### src/fwht_pkg.sv
// fwht_pkg: shared constants and types for the Walsh-Hadamard transform block
// no dependencies; imported by fast_walsh_hadamard_transform
package fwht_pkg;

  // field widths fixed by the interface
  localparam int LOG_BITS   = 3;
  localparam int INDEX_BITS = 6;
  localparam int VALUE_BITS = 20;

  // reset value of the transform length register
  localparam logic [LOG_BITS-1:0] LOG_RESET = 3'd6;

  // normalization coefficients in Q16
  localparam int FRAC_BITS = 16;
  localparam int COEF_BITS = 18;
  localparam logic signed [COEF_BITS-1:0] INV_SQRT2_Q16 = 18'sd46341;
  localparam logic signed [COEF_BITS-1:0] UNITY_Q16     = 18'sd65536;

  // tag carried alongside each result through the output pipeline
  typedef struct packed {
    logic [INDEX_BITS-1:0] index;
    logic                  last;
  } fwht_tag_t;

endpackage

### src/fast_walsh_hadamard_transform.sv
// fast_walsh_hadamard_transform: orthonormal Walsh-Hadamard transform, top level
// depends on fwht_pkg (constants, result tag type)
//
// Usage
//   cfg_wr_en/cfg_wr_data set log2 of the transform length N (reset 6; values
//   above the capacity of MAX_POINTS are clamped). A write restarts loading.
//   The input channel takes one sample per request, in index order. After the
//   N-th sample the block stalls its input, runs log2 N butterfly passes over
//   the vector store and then emits N scaled results in index order on the
//   output channel, out_last marking index N-1.
// Timing
//   Each butterfly pass issues one butterfly per cycle, limited by the two
//   store banks with one write port each, with an idle gap between passes.
//   After the last pass the sequencer enters S_BDONE; each result then passes
//   the store read register, the product register and the output register,
//   one result per cycle while out_stall is low.
// Reset and stall
//   rst_n (synchronous) clears control state and sets the length to 64; the
//   store needs no clearing. out_stall freezes the output pipeline and its
//   payload; the input is taken again once all results of a vector have reached the output register.
module fast_walsh_hadamard_transform #(
  parameter int MAX_POINTS  = 64,
  parameter int SAMPLE_BITS = 16
) (
  input  logic                                clk,
  input  logic                                rst_n,
  // configuration
  input  logic                                cfg_wr_en,
  input  logic [fwht_pkg::LOG_BITS-1:0]       cfg_wr_data,
  // sample requests
  input  logic                                in_valid,
  output logic                                in_stall,
  input  logic signed [SAMPLE_BITS-1:0]       in_sample,
  // result requests
  output logic                                out_valid,
  input  logic                                out_stall,
  output logic signed [fwht_pkg::VALUE_BITS-1:0] out_value,
  output logic [fwht_pkg::INDEX_BITS-1:0]     out_index,
  output logic                                out_last
);
  import fwht_pkg::*;

  // sizes derived from the parameters
  localparam int LOG_MAX = $clog2(MAX_POINTS + 1) - 1;
  localparam int AW      = LOG_MAX;
  localparam int SW      = SAMPLE_BITS + LOG_MAX;
  localparam int BIW     = (LOG_MAX > 1) ? LOG_MAX - 1 : 1;
  localparam int BDEPTH  = 2 ** BIW;
  localparam int PW      = SW + COEF_BITS;
  localparam logic signed [PW-1:0] V_MAX = PW'((64'sd1 <<< (VALUE_BITS - 1)) - 64'sd1);
  localparam logic signed [PW-1:0] V_MIN = -V_MAX - PW'(1);

  typedef enum logic [1:0] {S_LOAD, S_BFLY, S_BDONE, S_OUT} state_t;

  // entries are split into two banks by address parity, so both halves of a
  // butterfly always sit in different banks
  function automatic logic [BIW-1:0] bank_idx(input logic [AW-1:0] a);
    return BIW'(a >> 1);
  endfunction

  state_t                state_r;
  logic [LOG_BITS-1:0]   log_points_r;
  logic [AW-1:0]         load_cnt_r;
  logic [LOG_BITS-1:0]   st_r;
  logic [AW-1:0]         bk_r;
  logic                  gap_r;
  logic                  wv_r;
  logic                  wpj_r;
  logic [AW-1:0]         wa_r;
  logic [AW-1:0]         wb_r;
  logic                  iss_act_r;
  logic [AW-1:0]         iss_cnt_r;
  logic                  v1_r;
  logic                  v2_r;
  logic                  sel1_r;
  fwht_tag_t             tag1_r;
  fwht_tag_t             tag2_r;
  logic signed [PW-1:0]  prod_r;
  logic                  out_valid_r;
  logic [VALUE_BITS-1:0] out_value_r;
  logic [INDEX_BITS-1:0] out_index_r;
  logic                  out_last_r;

  // vector store, two banks
  logic [SW-1:0]         mem [2][BDEPTH];
  logic [SW-1:0]         rd_r [2];

  logic [LOG_BITS-1:0]   lg;
  logic [AW:0]           n_pts;
  logic [AW-1:0]         cnt_last;
  logic [AW-1:0]         bf_last;
  logic                  in_acc;
  logic                  adv;
  logic                  bf_iss;
  logic                  oiss;
  logic [AW-1:0]         h_w;
  logic [AW-1:0]         msk;
  logic [AW-1:0]         bj;
  logic [AW-1:0]         bjh;
  logic                  re;
  logic [BIW-1:0]        ra [2];
  logic                  we [2];
  logic [BIW-1:0]        wa [2];
  logic [SW-1:0]         wd [2];
  logic [SW-1:0]         bf_a;
  logic [SW-1:0]         bf_b;
  logic signed [SW-1:0]  x1;
  logic signed [COEF_BITS-1:0] coef;
  logic signed [PW-1:0]  prod_nxt;
  logic [1:0]            sh_s;
  logic signed [PW-1:0]  rnd;
  logic signed [PW-1:0]  shd;
  logic [VALUE_BITS-1:0] value_nxt;

  // effective length and counter limits
  always_comb begin
    lg       = (log_points_r > LOG_BITS'(LOG_MAX)) ? LOG_BITS'(LOG_MAX) : log_points_r;
    n_pts    = (AW + 1)'(1) << lg;
    cnt_last = AW'(n_pts - (AW + 1)'(1));
    bf_last  = AW'((n_pts >> 1) - (AW + 1)'(1));
  end

  // handshakes
  assign in_stall = (state_r != S_LOAD);
  assign in_acc   = in_valid && !in_stall;
  assign adv      = !out_valid_r || !out_stall;
  assign bf_iss   = (state_r == S_BFLY) && !gap_r;
  assign oiss     = (state_r == S_OUT) && iss_act_r && adv;

  // butterfly pair addresses: insert a zero at bit st of the butterfly count
  always_comb begin
    h_w = AW'(1) << st_r;
    msk = h_w - AW'(1);
    bj  = ((bk_r & ~msk) << 1) | (bk_r & msk);
    bjh = bj | h_w;
  end

  // store read ports
  always_comb begin
    re    = bf_iss || ((state_r == S_OUT) && adv);
    ra[0] = bank_idx(iss_cnt_r);
    ra[1] = bank_idx(iss_cnt_r);
    if (bf_iss) begin
      ra[^bj]  = bank_idx(bj);
      ra[^bjh] = bank_idx(bjh);
    end
  end

  // butterfly operands and store write ports
  always_comb begin
    bf_a  = rd_r[wpj_r];
    bf_b  = rd_r[!wpj_r];
    we[0] = 1'b0;
    we[1] = 1'b0;
    wa[0] = '0;
    wa[1] = '0;
    wd[0] = '0;
    wd[1] = '0;
    if (in_acc) begin
      we[^load_cnt_r] = 1'b1;
      wa[^load_cnt_r] = bank_idx(load_cnt_r);
      wd[^load_cnt_r] = SW'(in_sample);
    end
    if (wv_r) begin
      we[wpj_r]  = 1'b1;
      wa[wpj_r]  = bank_idx(wa_r);
      wd[wpj_r]  = bf_a + bf_b;
      we[!wpj_r] = 1'b1;
      wa[!wpj_r] = bank_idx(wb_r);
      wd[!wpj_r] = bf_a - bf_b;
    end
  end

  // store banks, one write and one registered read each
  always_ff @(posedge clk) begin
    for (int b = 0; b < 2; b++) begin
      if (we[b]) begin
        mem[b][wa[b]] <= wd[b];
      end
      if (re) begin
        rd_r[b] <= mem[b][ra[b]];
      end
    end
  end

  // scaling: multiply by 1 or 1/sqrt(2), then round and shift by 16 + L/2
  always_comb begin
    x1       = $signed(rd_r[sel1_r]);
    coef     = lg[0] ? INV_SQRT2_Q16 : UNITY_Q16;
    prod_nxt = x1 * coef;
    sh_s     = lg[LOG_BITS-1:1];
    rnd      = PW'(1) <<< (FRAC_BITS - 1 + int'(sh_s));
    shd      = (prod_r + rnd) >>> (FRAC_BITS + int'(sh_s));
    if (shd > V_MAX) begin
      value_nxt = V_MAX[VALUE_BITS-1:0];
    end else if (shd < V_MIN) begin
      value_nxt = V_MIN[VALUE_BITS-1:0];
    end else begin
      value_nxt = shd[VALUE_BITS-1:0];
    end
  end

  // datapath registers
  always_ff @(posedge clk) begin
    if (bf_iss) begin
      wpj_r <= ^bj;
      wa_r  <= bj;
      wb_r  <= bjh;
    end
    if (oiss) begin
      sel1_r       <= ^iss_cnt_r;
      tag1_r.index <= INDEX_BITS'(iss_cnt_r);
      tag1_r.last  <= (iss_cnt_r == cnt_last);
    end
    if (adv && v1_r) begin
      prod_r <= prod_nxt;
      tag2_r <= tag1_r;
    end
  end

  // sequencer and output register
  always_ff @(posedge clk) begin
    if (!rst_n) begin
      state_r      <= S_LOAD;
      log_points_r <= LOG_RESET;
      load_cnt_r   <= '0;
      st_r         <= '0;
      bk_r         <= '0;
      gap_r        <= 1'b0;
      wv_r         <= 1'b0;
      iss_act_r    <= 1'b0;
      iss_cnt_r    <= '0;
      v1_r         <= 1'b0;
      v2_r         <= 1'b0;
      out_valid_r  <= 1'b0;
    end else begin
      // length register; a write drops a partly loaded vector
      if (cfg_wr_en) begin
        log_points_r <= cfg_wr_data;
        load_cnt_r   <= '0;
      end
      wv_r <= bf_iss;
      // output pipeline advances when the output register is empty or not stalled
      if (adv) begin
        v1_r        <= oiss;
        v2_r        <= v1_r;
        out_valid_r <= v2_r;
        if (v2_r) begin
          out_value_r <= value_nxt;
          out_index_r <= tag2_r.index;
          out_last_r  <= tag2_r.last;
        end
      end
      unique case (state_r)
        S_LOAD: begin
          if (in_acc) begin
            if (load_cnt_r == cnt_last) begin
              load_cnt_r <= '0;
              st_r       <= '0;
              bk_r       <= '0;
              gap_r      <= 1'b0;
              iss_cnt_r  <= '0;
              iss_act_r  <= (lg == '0);
              state_r    <= (lg == '0) ? S_OUT : S_BFLY;
            end else begin
              load_cnt_r <= load_cnt_r + AW'(1);
            end
          end
        end
        S_BFLY: begin
          // an idle gap between passes lets the last write of a pass land
          if (gap_r) begin
            gap_r <= 1'b0;
          end else if (bk_r == bf_last) begin
            bk_r <= '0;
            if (st_r == lg - LOG_BITS'(1)) begin
              state_r <= S_BDONE;
            end else begin
              st_r  <= st_r + LOG_BITS'(1);
              gap_r <= 1'b1;
            end
          end else begin
            bk_r <= bk_r + AW'(1);
          end
        end
        S_BDONE: begin
          iss_cnt_r <= '0;
          iss_act_r <= 1'b1;
          state_r   <= S_OUT;
        end
        S_OUT: begin
          if (oiss) begin
            if (iss_cnt_r == cnt_last) begin
              iss_act_r <= 1'b0;
            end else begin
              iss_cnt_r <= iss_cnt_r + AW'(1);
            end
          end else if (!iss_act_r && !v1_r && !v2_r) begin
            state_r <= S_LOAD;
          end
        end
        default: begin
          state_r <= S_LOAD;
        end
      endcase
    end
  end

  assign out_valid = out_valid_r;
  assign out_value = $signed(out_value_r);
  assign out_index = out_index_r;
  assign out_last  = out_last_r;

endmodule
### config.mk
export PLATFORM = sky130hd
export DESIGN_NAME = fast_walsh_hadamard_transform
export DESIGN_NICKNAME = d
export VERILOG_FILES = /design/src/fwht_pkg.sv /design/src/fast_walsh_hadamard_transform.sv
export SDC_FILE = /design/constraint.sdc
export NUM_CORES = 2
export LEC_CHECK = 0
export BUFFER_PORTS_ARGS = -buffer_cell sky130_fd_sc_hd__buf_2
export CAP_MARGIN = 25
export CORE_UTILIZATION = 51
export CTS_CLUSTER_SIZE = 14
export DETAILED_ROUTE_END_ITERATION = 8
export GPL_ROUTABILITY_DRIVEN = 0
export PLACE_DENSITY = 0.66
export SLEW_MARGIN = 20
export SYNTH_ARGS = -nofsm -noshare
export SYNTH_HDL_FRONTEND = slang
export SYNTH_SLANG_ARGS = --single-unit
export TNS_END_PERCENT = 10
### constraint.sdc
create_clock -name clk -period 9 [get_ports clk]
set_input_delay 1.35 -clock clk [delete_from_list [all_inputs] [get_ports clk]]
set_output_delay 1.35 -clock clk [all_outputs]
set_load 0.01 [all_outputs]
==> out/summary.txt <==
Sequential share of the synthesized area - 61.6%
FF-to-FF Start - log_points_r[2]
Detail Route Antenna Nets - 0
Via count - 46700
Fill cells - 11700
Reg2reg end - prod_r[38]
Worst Path Arrival - 8.26 ns
Setup bufs post-CTS - 0
Synth Instances - 5513
Worst Min Path Start - tag2_r[3]
Crit path time final - 7.72 ns
Asr flop ratio synth - 0%
Reg2Reg Depth - 24
Worst Hold Class - reg2reg
Largest net degree at the start of global routing - 178
Max IR drop VDD - 0.000188 V
Final Hold Fails - 0
Die width - 389 µm
Pwr per Cell Area - 197 mW/mm²
# IOs - 53
Slew HR - 23.8%
Final #Nets - 6030
Crit end category - register
Worst path required time - 9.54 ns
Synth warn - 0
CTS tree - yes
Layout area overhead - 10.5%
DR iter-0 viols - 4218
Total GRT Usage - 25.6%
CTS hold repair buffers - 0
Synthesized area - 0.0764 mm²
First-pass detailed-route iteration total - 6
Hold_ws - 0.418 ns
Final wirelength - 195 mm
Status - finished clean
Root buffer cell - clkbuf_16
Post-CTS Resized - 0
CP max FO - 14
Finished Core Util - 57.0%
Core ar. - 0.148 mm²
Routed vias/inst - 6.10
Max Cap Viol - 0
FF+latch count, synth - 1579
Fraction of layout cells with a size suffix above 1 - 11.5%
Drt wl/cell - 25.5 µm
Total Neg Setup Slack - 0 ns
Dpl hpwl - 120 mm
Site row count - 141
Crit start category - register
Max H-tree Level - 4
WHS Path Cells - 0
Worst Clk Skew - 0.0518 ns
Clock latency on the worst-skew pair - 0.82 ns
Clock sink count - 1579
F_max - 129 MHz
Worst-margin pin slew - 1.13 ns
Initial antenna violation count - 9
Static Leak - 32.6 nW
Die footprint - 0.151 mm²
Most used DFF post-synth - edfxtp_1
Vias in the first global route - 45900
Final instance area - 0.0844 mm²
R2R setup slack - 1.28 ns
DRC viols - 0
Die Y - 389 µm
Placement Cell Area - 0.0793 mm²
Endpoint, Worst Hold - out_index[2]
TritonCTS Buffers - 163
GRT overflow - 0
Final setup fails - 0
Tcrit/Tclk final - 85.8%
Crit path kind - reg2reg
Total chip power - 0.0166 W
Avg Inst Size Synth - 13.9 µm²
IO Port Bufs - 52
Clock Path Buffers - 3
Final Slew Violations - 0
Initial core utilization - 51.6%
Clk slew on worst S/H paths - 0.06 ns
RSZ-0062 raised after global routing - false
Number of flops mapped to enable cells by yosys - 1545
Netlist cell types - 99
Global-route wire length before repair - 290 mm
[placed cells by master, fill, tap and decap left out, drive strengths merged, types with 11 or more instances in the layout]
cell     instances
o31ai           13
and3           277
dfxtp           34
o21bai          79
mux2            33
nor3            39
a211oi         279
nand2          340
nand4           31
inv            269
o21a            18
mux4            19
clkinv          73
buf            213
fa             112
and2            23
a21oi          148
o22ai          133
nor4            29
clkbuf         206
o21ai          130
nand2b          24
xnor2           86
o211ai          18
nand3           37
ha             298
mux2i          603
or3             11
a22oi           18
a31oi           98
a22o            20
a21o            43
nor2b           16
xor2            43
nor2           222
o2111ai         23
conb            26
edfxtp        1545
[worst max-delay path, cell delays in order (launching register included)]
cell,delay [ns]
dfxtp_1,0.52
ha_1,0.26
nand2b_1,0.50
inv_1,0.48
mux4_2,0.40
fa_1,0.40
fa_1,0.52
inv_1,0.05
fa_1,0.50
fa_1,0.43
fa_1,0.49
inv_1,0.04
ha_1,0.32
a21o_1,0.19
a21o_1,0.16
a21o_1,0.16
a21oi_1,0.20
o211ai_1,0.13
a31o_2,0.26
a41oi_1,0.32
o31ai_1,0.17
o31a_1,0.30
a311o_1,0.35
a21oi_1,0.18
xnor2_1,0.10
[registers in the layout, indices dropped and copies added, names as in the netlist, 2 cells and up, named ones only]
name	flops
load_cnt_r	6
st_r	3
wb_r	5
rd_r	44
out_index	6
log_points_r	3
wa_r	5
prod_r	40
bk_r	6
out_value	20
mem	1408
state_r	2
tag1_r	7
tag2_r	7
iss_cnt_r	6
[synth_stat cells, drive strengths merged, types with 13 or more instances]
cell type     n  area (µm²)
a211oi      279        2110
a21o         43         323
a21oi       148         756
a22o         20         175
a22oi        18         176
a31oi        98         628
and2         23         146
and3        277        1730
buf         164        1010
clkbuf      156         588
dfxtp        34         681
edfxtp     1545       46400
fa          112        2240
ha          298        3730
inv         264         991
mux2         33         372
mux2i       603        6040
mux4         19         428
nand2       340        1280
nand2b       24         150
nand3        37         185
nand4        31         200
nor2        222         838
nor2b        16         100
nor3         39         205
nor4         29         280
o2111ai      23         201
o211ai       18         150
o21a         18         135
o21ai       130         673
o21bai       79         593
o22ai       133         838
o31ai        13        97.6
xnor2        86         753
xor2         43         377
[per-stage QoR]
stage          setup WS, ns  instances
2_1_floorplan          1.46       5537
3_3_place_gp           1.42       7356
3_5_place_dp           1.28       7359
4_1_cts                1.27       7651
5_1_grt               0.819       7653
6_report               1.28       7656
[worst max-delay path by stage]
stage / startpoint / to / slack (ns) / cells after the start
after detailed placement: log_points_r[2] / prod_r[38] / 1.28 / 24
after floorplan: log_points_r[2] / prod_r[38] / 1.46 / 29
after global placement: log_points_r[2] / prod_r[38] / 1.42 / 24
after CTS: log_points_r[2] / prod_r[38] / 1.27 / 24
after global routing: log_points_r[2] / prod_r[38] / 0.82 / 24
final: log_points_r[2] / prod_r[38] / 1.28 / 24
[power breakdown]
part | internal, W | leakage, nW | switching [W]
Clock | 0.00359 | 2.47 | 0.00285
Combinational | 0.000609 | 15.6 | 0.00130
Sequential | 0.00826 | 14.5 | 0.0000321
Total | 0.0125 | 32.6 | 0.00418
[per-layer routing]
layer	global-route usage [%]	vias to the layer above	share of wire (%)
met5	0	-	0.019
met2	40.5	1657	46
met1	35.4	23500	43
li1	-	21200	-
met3	4.63	347	7.5
met4	9.80	6	3.8
[logic make-up after synthesis]
| logic type | count (synthesis) | share of synthesized area, % |
|---|---|---|
| other | 2 | 0.00983 |
| and+or+nand+nor | 1082 | 7.15 |
| AOI/OAI and AO/OA | 1072 | 9.62 |
| adders and majority gates | 410 | 7.81 |
| DFF | 1579 | 61.6 |
| muxes | 655 | 8.94 |
| buffers and inverters | 584 | 3.38 |
| xor gates and xnor gates | 129 | 1.48 |
[final cells by class]
cell class	instances	area [µm²]	area share, %
tap	1930	2410	2.86
clock buffer	205	4280	5.07
multi-input combinational	3374	27200	32.3
clock inverter	87	816	0.966
inverter	264	991	1.17
sequential	1579	47100	55.8
antenna	3	7.51	0.00889
timing repair buffer	214	1610	1.91
No activity file was read; power rests on OpenSTA's default activity.
